$ cat config.mk
export PLATFORM = sky130hd
export DESIGN_NAME = block_checksum_header_verifier_flat
export DESIGN_NICKNAME = d
export VERILOG_FILES = /design/src/rtl/bchv_pkg.sv /design/src/rtl/bchv_if.sv /design/src/rtl/bchv_accum.sv /design/src/rtl/block_checksum_header_verifier.sv /design/src/flat_wrapper.sv
export SDC_FILE = /design/constraint.sdc
export NUM_CORES = 1
export LEC_CHECK = 0
export BUFFER_PORTS_ARGS = -buffer_cell sky130_fd_sc_hd__buf_2
export CORE_MARGIN = 10
export CORE_UTILIZATION = 60
export CTS_CLUSTER_DIAMETER = 50
export DETAILED_ROUTE_END_ITERATION = 8
export PLACE_DENSITY = 0.92
export SLEW_MARGIN = 20
export SYNTH_ARGS = -nofsm -noshare
export SYNTH_HDL_FRONTEND = slang
export SYNTH_HIERARCHICAL = 1
export SYNTH_SLANG_ARGS = --single-unit
$ cat constraint.sdc
create_clock -name i_clk -period 17.4 [get_ports i_clk]
set_input_delay 3.48 -clock i_clk [delete_from_list [all_inputs] [get_ports i_clk]]
set_output_delay 3.48 -clock i_clk [all_outputs]
set_load 0.02 [all_outputs]
$ cat src/rtl/bchv_pkg.sv
// ----------------------------------------------------------------------------
// bchv_pkg: shared types and constants for the block checksum header verifier
// Widths of the configuration register, the words and the result fields.
// ----------------------------------------------------------------------------
package bchv_pkg;

    localparam int CFG_W  = 17;
    localparam int WORD_W = 32;

    // reset value of the block size register, in bytes
    localparam logic [CFG_W-1:0] SIZE_RESET = 17'd512;

    // one word of the incoming block plus the values sampled with word 0
    typedef struct packed {
        logic [WORD_W-1:0] block_word;
        logic [WORD_W-1:0] expected_id;
        logic [WORD_W-1:0] expected_number;
    } t_item;

    // per-block verdict
    typedef struct packed {
        logic [WORD_W-1:0] computed_checksum;
        logic              header_valid;
        logic              size_error;
    } t_result;

endpackage

$ cat src/rtl/bchv_if.sv
// ----------------------------------------------------------------------------
// bchv_if: valid/ready channels of the block checksum header verifier
// Block word channel in, verdict channel out.
// ----------------------------------------------------------------------------
interface bchv_in_if;
    logic        valid;
    logic        ready;
    logic [31:0] block_word;
    logic [31:0] expected_id;
    logic [31:0] expected_number;

    modport source (output valid, output block_word, output expected_id,
                    output expected_number, input ready);
    modport sink   (input valid, input block_word, input expected_id,
                    input expected_number, output ready);
endinterface

interface bchv_out_if;
    logic        valid;
    logic        ready;
    logic [31:0] computed_checksum;
    logic        header_valid;
    logic        size_error;

    modport source (output valid, output computed_checksum, output header_valid,
                    output size_error, input ready);
    modport sink   (input valid, input computed_checksum, input header_valid,
                    input size_error, output ready);
endinterface

$ cat src/rtl/bchv_accum.sv
// ----------------------------------------------------------------------------
// bchv_accum: per-word checksum accumulation and header compare
// Folds one registered word per cycle into the running negated sum, but may
// stall a last word, tracks header matches, loads the verdict register on it.
// ----------------------------------------------------------------------------
module bchv_accum #(
    parameter int MAX_BLOCK_BYTES = 65536,
    parameter int HEADER_BYTES    = 12
) (
    input  logic                         i_clk,
    input  logic                         i_rst_n,
    input  logic [bchv_pkg::CFG_W-1:0]   i_block_size,
    input  logic                         i_valid,
    input  bchv_pkg::t_item              i_item,
    output logic                         o_take,
    output logic                         o_res_valid,
    input  logic                         i_res_ready,
    output bchv_pkg::t_result            o_res
);

    localparam int MAX_WORDS = MAX_BLOCK_BYTES / 4;
    localparam int IW        = $clog2(MAX_WORDS);
    localparam int CW        = $clog2(MAX_WORDS + 1);
    localparam int SZW       = bchv_pkg::CFG_W - 2;
    localparam int SW        = (CW > SZW) ? CW : SZW;

    localparam logic [SW-1:0] MAXW_C = SW'(MAX_WORDS);
    localparam logic [bchv_pkg::CFG_W-1:0] HDR_C = HEADER_BYTES[bchv_pkg::CFG_W-1:0];

    // header word positions
    localparam logic [IW-1:0] POS_ID   = IW'(0);
    localparam logic [IW-1:0] POS_CSUM = IW'(1);
    localparam logic [IW-1:0] POS_NUM  = IW'(2);

    // running negated sum: starts at -1, i.e. the sum starts at 1
    localparam logic [31:0] NEG_INIT = 32'hFFFF_FFFF;

    logic [31:0]   r_neg;
    logic [IW-1:0] r_idx;
    logic [31:0]   r_stored;
    logic          r_id_ok;
    logic          r_num_ok;
    logic [31:0]   r_exp_num;
    logic          r_out_valid;
    bchv_pkg::t_result r_out;

    logic [31:0]   n_neg;
    logic [31:0]   n_stored;
    logic          n_id_ok;
    logic          n_num_ok;
    logic [31:0]   n_exp_num;
    logic [SW-1:0] size_words;
    logic [SW-1:0] clamp_words;
    logic [CW-1:0] blk_words;
    logic          is_last;
    logic          size_bad;
    bchv_pkg::t_result res;

    // block length in words: max(1, min(size, max) / 4)
    always_comb begin
        size_words  = SW'(i_block_size[bchv_pkg::CFG_W-1:2]);
        clamp_words = (size_words > MAXW_C) ? MAXW_C : size_words;
        blk_words   = (clamp_words == '0) ? CW'(1) : CW'(clamp_words);
        is_last     = (CW'(r_idx) + CW'(1)) >= blk_words;
        size_bad    = (i_block_size < HDR_C) || (i_block_size[1:0] != 2'b00);
    end

    // stall only a last word while the verdict register is still full
    assign o_take = i_valid && !(is_last && r_out_valid && !i_res_ready);

    // next state for the current word
    always_comb begin
        n_neg     = (r_idx == POS_CSUM) ? r_neg : (r_neg - i_item.block_word);
        n_stored  = (r_idx == POS_CSUM) ? i_item.block_word : r_stored;
        n_id_ok   = (r_idx == POS_ID) ? (i_item.block_word == i_item.expected_id)
                                      : r_id_ok;
        n_exp_num = (r_idx == POS_ID) ? i_item.expected_number : r_exp_num;
        n_num_ok  = (r_idx == POS_NUM) ? (i_item.block_word == r_exp_num) : r_num_ok;

        if (size_bad) begin
            res.computed_checksum = '0;
            res.header_valid      = 1'b0;
            res.size_error        = 1'b1;
        end else begin
            res.computed_checksum = n_neg;
            res.header_valid      = n_id_ok && n_num_ok && (n_stored == n_neg);
            res.size_error        = 1'b0;
        end
    end

    // block state, rearmed after the last word
    always_ff @(posedge i_clk) begin
        if (!i_rst_n) begin
            r_neg     <= NEG_INIT;
            r_idx     <= '0;
            r_stored  <= '0;
            r_id_ok   <= 1'b0;
            r_num_ok  <= 1'b0;
            r_exp_num <= '0;
        end else if (o_take) begin
            if (is_last) begin
                r_neg     <= NEG_INIT;
                r_idx     <= '0;
                r_stored  <= '0;
                r_id_ok   <= 1'b0;
                r_num_ok  <= 1'b0;
                r_exp_num <= '0;
            end else begin
                r_neg     <= n_neg;
                r_idx     <= r_idx + IW'(1);
                r_stored  <= n_stored;
                r_id_ok   <= n_id_ok;
                r_num_ok  <= n_num_ok;
                r_exp_num <= n_exp_num;
            end
        end
    end

    // verdict register
    always_ff @(posedge i_clk) begin
        if (!i_rst_n) begin
            r_out_valid <= 1'b0;
        end else if (o_take && is_last) begin
            r_out_valid <= 1'b1;
        end else if (i_res_ready) begin
            r_out_valid <= 1'b0;
        end
    end

    always_ff @(posedge i_clk) begin
        if (o_take && is_last) begin
            r_out <= res;
        end
    end

    assign o_res_valid = r_out_valid;
    assign o_res       = r_out;

endmodule

$ cat src/rtl/block_checksum_header_verifier.sv
// ----------------------------------------------------------------------------
// block_checksum_header_verifier: negated word-sum block checksum checker
// Streams a block word by word; reports checksum, header match and size error.
// ----------------------------------------------------------------------------
//  channel  | dir | handshake    | word
//  ---------+-----+--------------+-------------------------------------------
//  i_blk    | in  | valid/ready  | block_word, expected_id, expected_number
//  o_res    | out | valid/ready  | computed_checksum, header_valid, size_error
//  i_cfg_*  | in  | write enable | block size in bytes
//
//  One word per cycle sustained unless a stalled verdict holds back a last
//  word. The last word of a block lands in the input register and then loads
//  the verdict register. The accumulate stage has a single 32-bit subtract.
//  Synchronous active-low reset; block size resets to 512 bytes.
//  A stalled verdict holds the last word of the next block in the input
//  register, which then blocks further words until the verdict is taken.
// ----------------------------------------------------------------------------
module block_checksum_header_verifier #(
    parameter int MAX_BLOCK_BYTES = 65536,
    parameter int HEADER_BYTES    = 12
) (
    input  logic                       i_clk,
    input  logic                       i_rst_n,
    input  logic                       i_cfg_we,
    input  logic [bchv_pkg::CFG_W-1:0] i_cfg_wdata,
    bchv_in_if.sink                    i_blk,
    bchv_out_if.source                 o_res
);

    logic [bchv_pkg::CFG_W-1:0] r_block_size;
    logic                       r_in_valid;
    bchv_pkg::t_item            r_in;
    logic                       take;
    logic                       res_valid;
    bchv_pkg::t_result          res;

    // block size register
    always_ff @(posedge i_clk) begin
        if (!i_rst_n) begin
            r_block_size <= bchv_pkg::SIZE_RESET;
        end else if (i_cfg_we) begin
            r_block_size <= i_cfg_wdata;
        end
    end

    // input register
    assign i_blk.ready = !r_in_valid || take;

    always_ff @(posedge i_clk) begin
        if (!i_rst_n) begin
            r_in_valid <= 1'b0;
        end else if (i_blk.valid && i_blk.ready) begin
            r_in_valid <= 1'b1;
        end else if (take) begin
            r_in_valid <= 1'b0;
        end
    end

    always_ff @(posedge i_clk) begin
        if (i_blk.valid && i_blk.ready) begin
            r_in.block_word      <= i_blk.block_word;
            r_in.expected_id     <= i_blk.expected_id;
            r_in.expected_number <= i_blk.expected_number;
        end
    end

    bchv_accum #(
        .MAX_BLOCK_BYTES (MAX_BLOCK_BYTES),
        .HEADER_BYTES    (HEADER_BYTES)
    ) u_accum (
        .i_clk        (i_clk),
        .i_rst_n      (i_rst_n),
        .i_block_size (r_block_size),
        .i_valid      (r_in_valid),
        .i_item       (r_in),
        .o_take       (take),
        .o_res_valid  (res_valid),
        .i_res_ready  (o_res.ready),
        .o_res        (res)
    );

    assign o_res.valid             = res_valid;
    assign o_res.computed_checksum = res.computed_checksum;
    assign o_res.header_valid      = res.header_valid;
    assign o_res.size_error        = res.size_error;

endmodule

$ cat src/flat_wrapper.sv
// flat-port wrapper written by rule: the top's interface ports become plain ports
module block_checksum_header_verifier_flat 
#(
    parameter int MAX_BLOCK_BYTES = 65536,
    parameter int HEADER_BYTES    = 12
)
  (i_clk, i_rst_n, i_cfg_we, i_cfg_wdata, i_blk_valid, i_blk_block_word, i_blk_expected_id, i_blk_expected_number, i_blk_ready, o_res_valid, o_res_computed_checksum, o_res_header_valid, o_res_size_error, o_res_ready);
  bchv_in_if i_blk_i ();
  bchv_out_if o_res_i ();
  input  logic i_clk;
  input  logic i_rst_n;
  input  logic i_cfg_we;
  input  logic [bchv_pkg::CFG_W-1:0] i_cfg_wdata;
  input wire logic [$bits(i_blk_i.valid)-1:0] i_blk_valid;
  input wire logic [$bits(i_blk_i.block_word)-1:0] i_blk_block_word;
  input wire logic [$bits(i_blk_i.expected_id)-1:0] i_blk_expected_id;
  input wire logic [$bits(i_blk_i.expected_number)-1:0] i_blk_expected_number;
  output wire logic [$bits(i_blk_i.ready)-1:0] i_blk_ready;
  output wire logic [$bits(o_res_i.valid)-1:0] o_res_valid;
  output wire logic [$bits(o_res_i.computed_checksum)-1:0] o_res_computed_checksum;
  output wire logic [$bits(o_res_i.header_valid)-1:0] o_res_header_valid;
  output wire logic [$bits(o_res_i.size_error)-1:0] o_res_size_error;
  input wire logic [$bits(o_res_i.ready)-1:0] o_res_ready;
  assign i_blk_i.valid = i_blk_valid;
  assign i_blk_i.block_word = i_blk_block_word;
  assign i_blk_i.expected_id = i_blk_expected_id;
  assign i_blk_i.expected_number = i_blk_expected_number;
  assign i_blk_ready = i_blk_i.ready;
  assign o_res_valid = o_res_i.valid;
  assign o_res_computed_checksum = o_res_i.computed_checksum;
  assign o_res_header_valid = o_res_i.header_valid;
  assign o_res_size_error = o_res_i.size_error;
  assign o_res_i.ready = o_res_ready;
  block_checksum_header_verifier #(.MAX_BLOCK_BYTES(MAX_BLOCK_BYTES), .HEADER_BYTES(HEADER_BYTES)) u_core (.i_clk(i_clk), .i_rst_n(i_rst_n), .i_cfg_we(i_cfg_we), .i_cfg_wdata(i_cfg_wdata), .i_blk(i_blk_i), .o_res(o_res_i));
endmodule
==> results.sh, run 1 <==
export IMPL_clock_root_buffer="clkbuf_16"
export IMPL_ys_seq_area_share_pct=48.93
export IMPL_hold_ws_ns=0.4788
export IMPL_synth_distinct_cells=72
export IMPL_ys_warn_count=6
export IMPL_cpMaxStageDelayCell="clkinv_1"
export IMPL_gp_congestion=0.9736
export IMPL_drt_initial_drc_count=1227
export IMPL_cp_start_kind="input port"
export IMPL_dp_cells=1641
export IMPL_rr_worst_depth=14
export IMPL_nets=1560
export IMPL_fp_dieW_um=169.1
export IMPL_tightest_slew_ns=1.142
export IMPL_leakage_nw=6.018
export IMPL_end_kind="output pin"
export IMPL_p_per_area_nw_per_um2=112.0
export IMPL_io_buffers=153
export IMPL_regArea_um2=6526
export IMPL_clock_sinks=261
export IMPL_outcome="completed"
export IMPL_htreeDepth=1
export IMPL_dieArea_um2=28590
export IMPL_synthFlopType="dfxtp_1"
export IMPL_path_buf_inv=4
export IMPL_path_clk_slew_ns=0.06
export IMPL_ys_async_sr_fraction_pct=0
export IMPL_syn2layout_area_growth_pct=13.82
export IMPL_fillers=1540
export IMPL_multi_input_area_um2=6327
export IMPL_maxCapViolations=0
export IMPL_use_met2_pct=40.35
export IMPL_cp_depth=7
export IMPL_final_setup_tns_ns=0
export IMPL_instances_no_fill=1694
export IMPL_worstReg2RegEnd="u_core/u_accum/r_neg[6]$_SDFFE_PN1P_"
export IMPL_grtUsageMet3_pct=5.049
export IMPL_grt_busiest_layer="met2"
export IMPL_tritoncts="yes"
export IMPL_cts_buffer_depth=3
export IMPL_antenna_found_initial=1
export IMPL_grt_max_degree=96
export IMPL_crit_arrival_ns=5.33
export IMPL_rrSetupSlack_ns=11.62
export IMPL_startpoint="o_res_ready"
export IMPL_num_rows=54
export IMPL_critPathTopFamily="buffers and inverters"
export IMPL_max_slew_margin_rel_pct=23.69
export IMPL_met1_usage_pct=31.36
export IMPL_grt_pass1_wl_um=57320
export IMPL_power_mw=1.700
export IMPL_slew_viol_final=0
export IMPL_ys_ff_latch=261
export IMPL_holdBufCountCts=0
export IMPL_r2r_start="u_core/r_block_size[13]$_SDFFE_PN0P_"
export IMPL_drtAntennaViolNets=0
export IMPL_cp_max_fo=18
export IMPL_vias=10700
export IMPL_rsz0062_at_grt="false"
export IMPL_finalSetupViolations=0
export IMPL_drtPass1Iterations=6
export IMPL_hpwl_um=26220
export IMPL_timing_fmax_ghz=0.1135
export IMPL_endpoint="i_blk_ready"
export IMPL_post_cts_setup_buffer_count=0
export IMPL_clock_latency_ns=0.54
export IMPL_gr_total_overflow=0
export IMPL_max_stage_delay_ns=0.50
export IMPL_wl_um=36750
export IMPL_cp_cell_sequence="buf_2, nand2b_1, o21ai_1, buf_4, clkinv_1, nand2b_1, buf_2"
export IMPL_core_um2=21820
export IMPL_drc=0
export IMPL_grt_pass1_vias=10670
export IMPL_syn_area_um2=13340
export IMPL_path_class="input port to output pin"
export IMPL_hold_viol_final=0
export IMPL_start_util_pct=61.12
export IMPL_fin_crit_sh_pct=50.65
export IMPL_syn_area_per_cell_um2=10.40
export IMPL_cp_required_ns=13.92
export IMPL_period_minus_slack_ns=8.813
export IMPL_syn_inst=1283
export IMPL_wl_per_cell_um=21.69
export IMPL_ios=154
export IMPL_fin_skew_ns=0.01725
export IMPL_syn_nets=1452
export IMPL_ctsResizeCount=0
export IMPL_cts_made_buffers=28
export IMPL_grtUsageTotal_pct=24.70
export IMPL_ir_drop_uv=116.9
export IMPL_layout_drive_gt1_share_pct=16.28
export IMPL_synth_edff_count=130
export IMPL_die_h_um=169.1
export IMPL_hold_class="flop to flop"
export IMPL_via_per_inst=6.318
## sequential cells by signal, indices dropped and copies added, names as in the netlist
| name | flops |
|---|---|
| u_core/r_in | 96 |
| u_core/r_in_valid | 1 |
| u_core/u_accum/r_num_ok | 1 |
| u_core/r_block_size | 17 |
| u_core/u_accum/o_res_valid | 1 |
| u_core/u_accum/o_res | 34 |
| u_core/u_accum/r_exp_num | 32 |
| u_core/u_accum/r_id_ok | 1 |
| u_core/u_accum/r_idx | 14 |
| u_core/u_accum/r_neg | 32 |
| u_core/u_accum/r_stored | 32 |
## report_power, final
part	switching [mW]	internal [mW]	total [mW]
registers	0.0368	0.689	0.726
logic	0.215	0.148	0.363
clock network	0.248	0.362	0.610
## worst register-to-register path, stage by stage (launching register included)
cell	delay, ns
dfxtp_1	0.32
nor4_1	0.39
nand4b_1	0.18
o21ai_0	0.56
nand2_1	0.13
ha_1	0.31
a21o_1	0.18
a21o_1	0.17
a21o_1	0.19
a2111oi_0	0.47
o31a_1	0.25
buf_4	0.43
and2_1	0.84
nand3_1	0.79
o22a_1	0.44
## cell usage after synthesis, types with 12 or more instances
| library cell | number | share of area [%] |
|---|---|---|
| edfxtp_1 | 130 | 29 |
| nand4_1 | 25 | 1.2 |
| ha_1 | 50 | 4.7 |
| a21oi_1 | 66 | 2.5 |
| clkbuf_1 | 80 | 2.3 |
| a22o_1 | 33 | 2.2 |
| nand3_1 | 42 | 1.6 |
| a22oi_1 | 15 | 0.84 |
| inv_1 | 42 | 1.2 |
| nor2b_1 | 43 | 2.0 |
| o21ai_0 | 26 | 0.98 |
| xnor2_1 | 79 | 5.2 |
| nand2_1 | 139 | 3.9 |
| xor2_1 | 70 | 4.6 |
| o22a_1 | 12 | 0.79 |
| a21boi_0 | 34 | 1.9 |
| nor2_1 | 48 | 1.4 |
| nor4_1 | 22 | 1.0 |
| dfxtp_1 | 131 | 20 |
| a21o_1 | 15 | 0.84 |
| mux2i_1 | 21 | 1.6 |
## through the flow
step / instance area [um^2] / util (%) / worst slack (ns)
6_report: 15180 / 69.56 / 8.587
5_1_grt: 15180 / 69.56 / 8.450
4_1_cts: 15170 / 69.53 / 8.629
3_5_place_dp: 14220 / 65.15 / 8.640
3_3_place_gp: 14220 / 65.15 / 8.713
2_1_floorplan: 13340 / - / 9.115
## layout by cell type (no fill, tap or decap), types with 8 or more instances in the layout
master,instances
o22ai_1,10
clkinv_2,8
mux2i_1,21
a22o_1,33
o22a_1,12
edfxtp_1,130
a21o_1,15
nand2_1,139
xnor2_1,79
a211oi_1,10
xor2_1,70
o21ai_0,26
nand3_1,42
buf_2,153
inv_1,42
nor4_1,22
a21boi_0,34
buf_4,10
and3_1,10
nand4_1,25
nor2_1,47
dfxtp_1,131
nor3_1,9
a22oi_1,15
a21oi_1,66
clkbuf_16,30
nor2b_1,43
ha_1,50
## metal layers
| layer | vias up | wire, um |
|---|---|---|
| li1 | 4843 | - |
| met4 | 0 | 1460 |
| met3 | 125 | 3782 |
| met1 | 5073 | 14100 |
| met2 | 662 | 17410 |
| met5 | - | 0 |
## final cells by class
| type | instances | share of cell area, % |
|---|---|---|
| multi-input cells | 892 | 41.68 |
| repair buffers | 164 | 5.613 |
| clock inverters | 17 | 1.236 |
| flip-flops and latches | 261 | 42.99 |
| well taps | 280 | 2.308 |
| diodes | 1 | 0.01648 |
| inverters | 44 | 1.088 |
| clock buffers | 35 | 5.069 |
## logic make-up after synthesis
| family | count (synthesis) | share of synthesized area (%) |
|---|---|---|
| xor gates and xnor gates | 159 | 11.51 |
| buffers and inverters | 130 | 3.865 |
| DFF | 261 | 48.93 |
| adders and majority gates | 51 | 4.841 |
| and+or+nand+nor | 372 | 13.99 |
| muxes | 25 | 1.914 |
| AOI/OAI and AO/OA | 285 | 14.95 |
## worst min path at each step
stage | startpoint | to | slack, ns | cells past startpoint
after floorplan | u_core/u_accum/r_stored[10]$_SDFFE_PN0P_ | u_core/u_accum/r_stored[10]$_SDFFE_PN0P_ | 0.45 | 1
after global placement | u_core/u_accum/r_exp_num[6]$_SDFFE_PN0P_ | u_core/u_accum/r_exp_num[6]$_SDFFE_PN0P_ | 0.46 | 2
after detailed placement | u_core/u_accum/r_stored[10]$_SDFFE_PN0P_ | u_core/u_accum/r_stored[10]$_SDFFE_PN0P_ | 0.47 | 1
after CTS | u_core/u_accum/r_exp_num[19]$_SDFFE_PN0P_ | u_core/u_accum/r_exp_num[19]$_SDFFE_PN0P_ | 0.48 | 2
after global routing | u_core/u_accum/r_stored[27]$_SDFFE_PN0P_ | u_core/u_accum/r_stored[27]$_SDFFE_PN0P_ | 0.49 | 1
final | u_core/u_accum/r_exp_num[19]$_SDFFE_PN0P_ | u_core/u_accum/r_exp_num[19]$_SDFFE_PN0P_ | 0.48 | 2
(Power assumes the default switching activity.)
==> run 2, diff against run 1 <==
- ABC_AREA: unset -> 1
- PLACE_DENSITY: 0.92 -> 0.91
- clock period: 17.4 -> 8.3 ns (I/O delays scaled with it)
==> run 2 against run 1 <==
Die area grew 8.4%. Combinational power grew to 2.8 times the previous value. Critical endpoint unchanged. Synthesized cell count up 56%. Highest routed layer unchanged. Wire length rose by 16%.
==> results.sh, run 2 <==
export IMPL_r2r_start="u_core/u_accum/r_idx[0]$_SDFFE_PN0P_"
export IMPL_yosysTopAreaCell="edfxtp_1"
export IMPL_tritoncts="yes"
export IMPL_path_class="flop to output pin"
export IMPL_path_buf_inv=4
export IMPL_yosys_top_cells_area="edfxtp_1 (27%), dfxtp_1 (18%), nand2_1 (17%), inv_1 (6.1%), nand3_1 (5.5%)"
export IMPL_via_per_inst=5.606
export IMPL_holdPathEnd="u_core/u_accum/r_stored[14]$_SDFFE_PN0P_"
export IMPL_synth_top_cell_area_share_pct=26.71
export IMPL_syn_area_per_cell_um2=7.295
export IMPL_hpwl_um=30680
export IMPL_drc=0
export IMPL_instances_no_fill=2478
export IMPL_fp_dieW_um=176.1
export IMPL_cp_cell_sequence="ha_1, nand3_1, nor2_1, inv_1, nor3_1, nand3_1, or2_2, nand2_1, inv_1, ha_1, a21oi_1, o21ai_0, a31oi_1, o221a_2, nand4_1, nand2_2, inv_1, nand2_1, buf_2"
export IMPL_cp_max_fo=7
export IMPL_clock_root_buffer="clkbuf_16"
export IMPL_htreeDepth=1
export IMPL_max_slew_margin_rel_pct=26.26
export IMPL_regArea_um2=6526
export IMPL_grt_pass1_vias=13080
export IMPL_num_antenna_cells=0
export IMPL_leakage_nw=7.649
export IMPL_wl_per_cell_um=17.18
export IMPL_ys_ff_latch=261
export IMPL_gp_congestion=0.9859
export IMPL_syn_area_um2=14610
export IMPL_clock_sinks=261
export IMPL_num_rows=57
export IMPL_path_clk_slew_ns=0.06
export IMPL_drt_initial_drc_count=1653
export IMPL_ys_async_sr_fraction_pct=0
export IMPL_post_place_ws_ns=2.206
export IMPL_layout_drive_gt1_share_pct=11.65
export IMPL_syn_inst=2003
export IMPL_ios=154
export IMPL_cp_required_ns=6.64
export IMPL_timing_fmax_ghz=0.1700
export IMPL_critPathTopFamily="simple AND/OR/NAND/NOR gates"
export IMPL_nets=2299
export IMPL_stdcell_area_um2=16520
export IMPL_cts_made_buffers=30
export IMPL_rrSetupSlack_ns=2.44
export IMPL_max_stage_delay_ns=0.44
export IMPL_yosys_top_cells_count="nand2_1 (665), inv_1 (236), nor2_1 (207)"
export IMPL_whs_path_depth=2
export IMPL_fin_crit_sh_pct=70.86
export IMPL_finalSetupViolations=0
export IMPL_start_util_pct=60.44
export IMPL_min_from="u_core/u_accum/r_stored[14]$_SDFFE_PN0P_"
export IMPL_ir_drop_uv=195.2
export IMPL_core_um2=24180
export IMPL_crit_arrival_ns=4.22
export IMPL_ys_seq_area_share_pct=44.66
export IMPL_fin_skew_ns=0.04336
export IMPL_largest_reg_flops=96
export IMPL_mostFrequentLayoutCell="nand2_1"
export IMPL_ys_warn_count=6
export IMPL_die_h_um=176.1
export IMPL_synth_edff_count=130
export IMPL_drtPass1Iterations=8
export IMPL_grt_pass1_wl_um=66680
export IMPL_fillers=1947
export IMPL_cp_common_cell="inv_1"
export IMPL_p_per_area_nw_per_um2=232.1
export IMPL_syn_nets=2172
export IMPL_top_register="u_core/r_in"
export IMPL_maxCapViolations=0
export IMPL_slew_viol_final=0
export IMPL_post_cts_setup_buffer_count=0
export IMPL_synth_distinct_cells=42
export IMPL_dpl_cell_area_um2=15540
export IMPL_cp_start_kind="flop"
export IMPL_holdBufCountCts=0
export IMPL_end_kind="output pin"
export IMPL_ctsResizeCount=0
export IMPL_grtUsageTotal_pct=26.39
export IMPL_antenna_found_initial=0
export IMPL_fin_ws_ns=2.419
export IMPL_hold_class="flop to flop"
export IMPL_final_setup_tns_ns=0
export IMPL_cpMaxStageDelayCell="dfxtp_1"
export IMPL_worstReg2RegEnd="u_core/u_accum/r_exp_num[25]$_SDFFE_PN0P_"
export IMPL_gr_total_overflow=0
export IMPL_cts_buffer_depth=3
export IMPL_wl_um=42570
export IMPL_drtAntennaViolNets=0
export IMPL_dieArea_um2=31000
export IMPL_syn2layout_area_growth_pct=13.07
export IMPL_layout_common_cells="nand2_1 (663), inv_1 (235), nor2_1 (207)"
export IMPL_rr_worst_depth=21
export IMPL_clock_latency_ns=0.59
export IMPL_outcome="completed"
export IMPL_grt_max_degree=115
export IMPL_synthFlopType="dfxtp_1"
export IMPL_tightest_slew_ns=1.106
export IMPL_io_buffers=153
export IMPL_yosysMostFrequentCell="nand2_1"
export IMPL_vias=13890
export IMPL_rsz0062_at_grt="false"
export IMPL_period_minus_slack_ns=5.881
export IMPL_multi_input_area_um2=6855
export IMPL_hold_viol_final=0
export IMPL_dp_cells=2422
[run 2: area by class of cell]
class / instances / share of cell area [%]
tap: 324 / 2.453
timing repair buffer: 162 / 5.043
clock inverter: 16 / 0.9844
sequential: 261 / 39.50
multi-input combinational: 1432 / 41.49
clock buffer: 40 / 4.967
inverter: 243 / 5.566
[run 2: metal layers]
metal,track usage [%],wire length (um),up-vias
met3,5.404,3869,150
li1,-,-,6673
met1,32.43,16750,6334
met2,43.32,19740,735
met4,13.32,2210,0
met5,0,0,-
[run 2: stage by stage]
stage / hold slack, ns / utilization [%] / total power, mW
6_report: 0.4636 / 68.34 / 3.835
5_1_grt: 0.4768 / 68.34 / 4.022
4_1_cts: 0.4647 / 68.33 / 3.820
3_5_place_dp: 0.4554 / 64.27 / 2.526
3_3_place_gp: 0.4460 / 64.27 / 2.498
2_1_floorplan: 0.4361 / - / 2.251
[run 2: worst reg2reg max path: stages, from the launching register on]
cell,delay (ns)
dfxtp_1,0.44
ha_1,0.23
nand3_1,0.12
nor2_1,0.19
inv_1,0.10
nor3_1,0.28
nand3_1,0.17
or2_2,0.33
nand2_1,0.07
inv_1,0.05
ha_1,0.32
a21oi_1,0.15
o21ai_0,0.10
a31oi_1,0.16
o221a_2,0.23
nand3_1,0.09
buf_4,0.27
inv_2,0.55
nand2_2,0.59
nand2_1,1.00
nand2_1,0.14
a21oi_1,0.21
[run 2: power breakdown]
group          internal, mW  switching [mW]  leakage (nW)
Clock                 0.739           0.555         0.484
Sequential             1.46          0.0657          2.31
Combinational         0.324           0.691          4.85
[run 2: worst max path at each step]
stage,from,to,slack [ns],depth (start not counted)
3_5_place_dp,u_core/u_accum/r_idx[0]$_SDFFE_PN0P_,u_core/u_accum/r_exp_num[29]$_SDFFE_PN0P_,2.21,20
2_1_floorplan,u_core/u_accum/r_idx[0]$_SDFFE_PN0P_,u_core/r_in[0]$_DFFE_PP_,1.82,20
6_report,u_core/u_accum/r_idx[0]$_SDFFE_PN0P_,i_blk_ready,2.42,19
5_1_grt,u_core/u_accum/r_idx[0]$_SDFFE_PN0P_,u_core/u_accum/r_exp_num[2]$_SDFFE_PN0P_,1.98,21
4_1_cts,u_core/u_accum/r_idx[0]$_SDFFE_PN0P_,u_core/u_accum/r_exp_num[11]$_SDFFE_PN0P_,2.10,20
3_3_place_gp,u_core/u_accum/r_idx[0]$_SDFFE_PN0P_,u_core/u_accum/r_exp_num[20]$_SDFFE_PN0P_,2.40,20
[run 2: logic make-up after synthesis]
family | Yosys count | share of synthesized area [%]
flops | 261 | 44.66
compound gates | 226 | 8.237
buf+inv | 310 | 8.571
xor+xnor | 46 | 2.757
simple gates | 1109 | 31.36
fa+ha+maj | 51 | 4.418
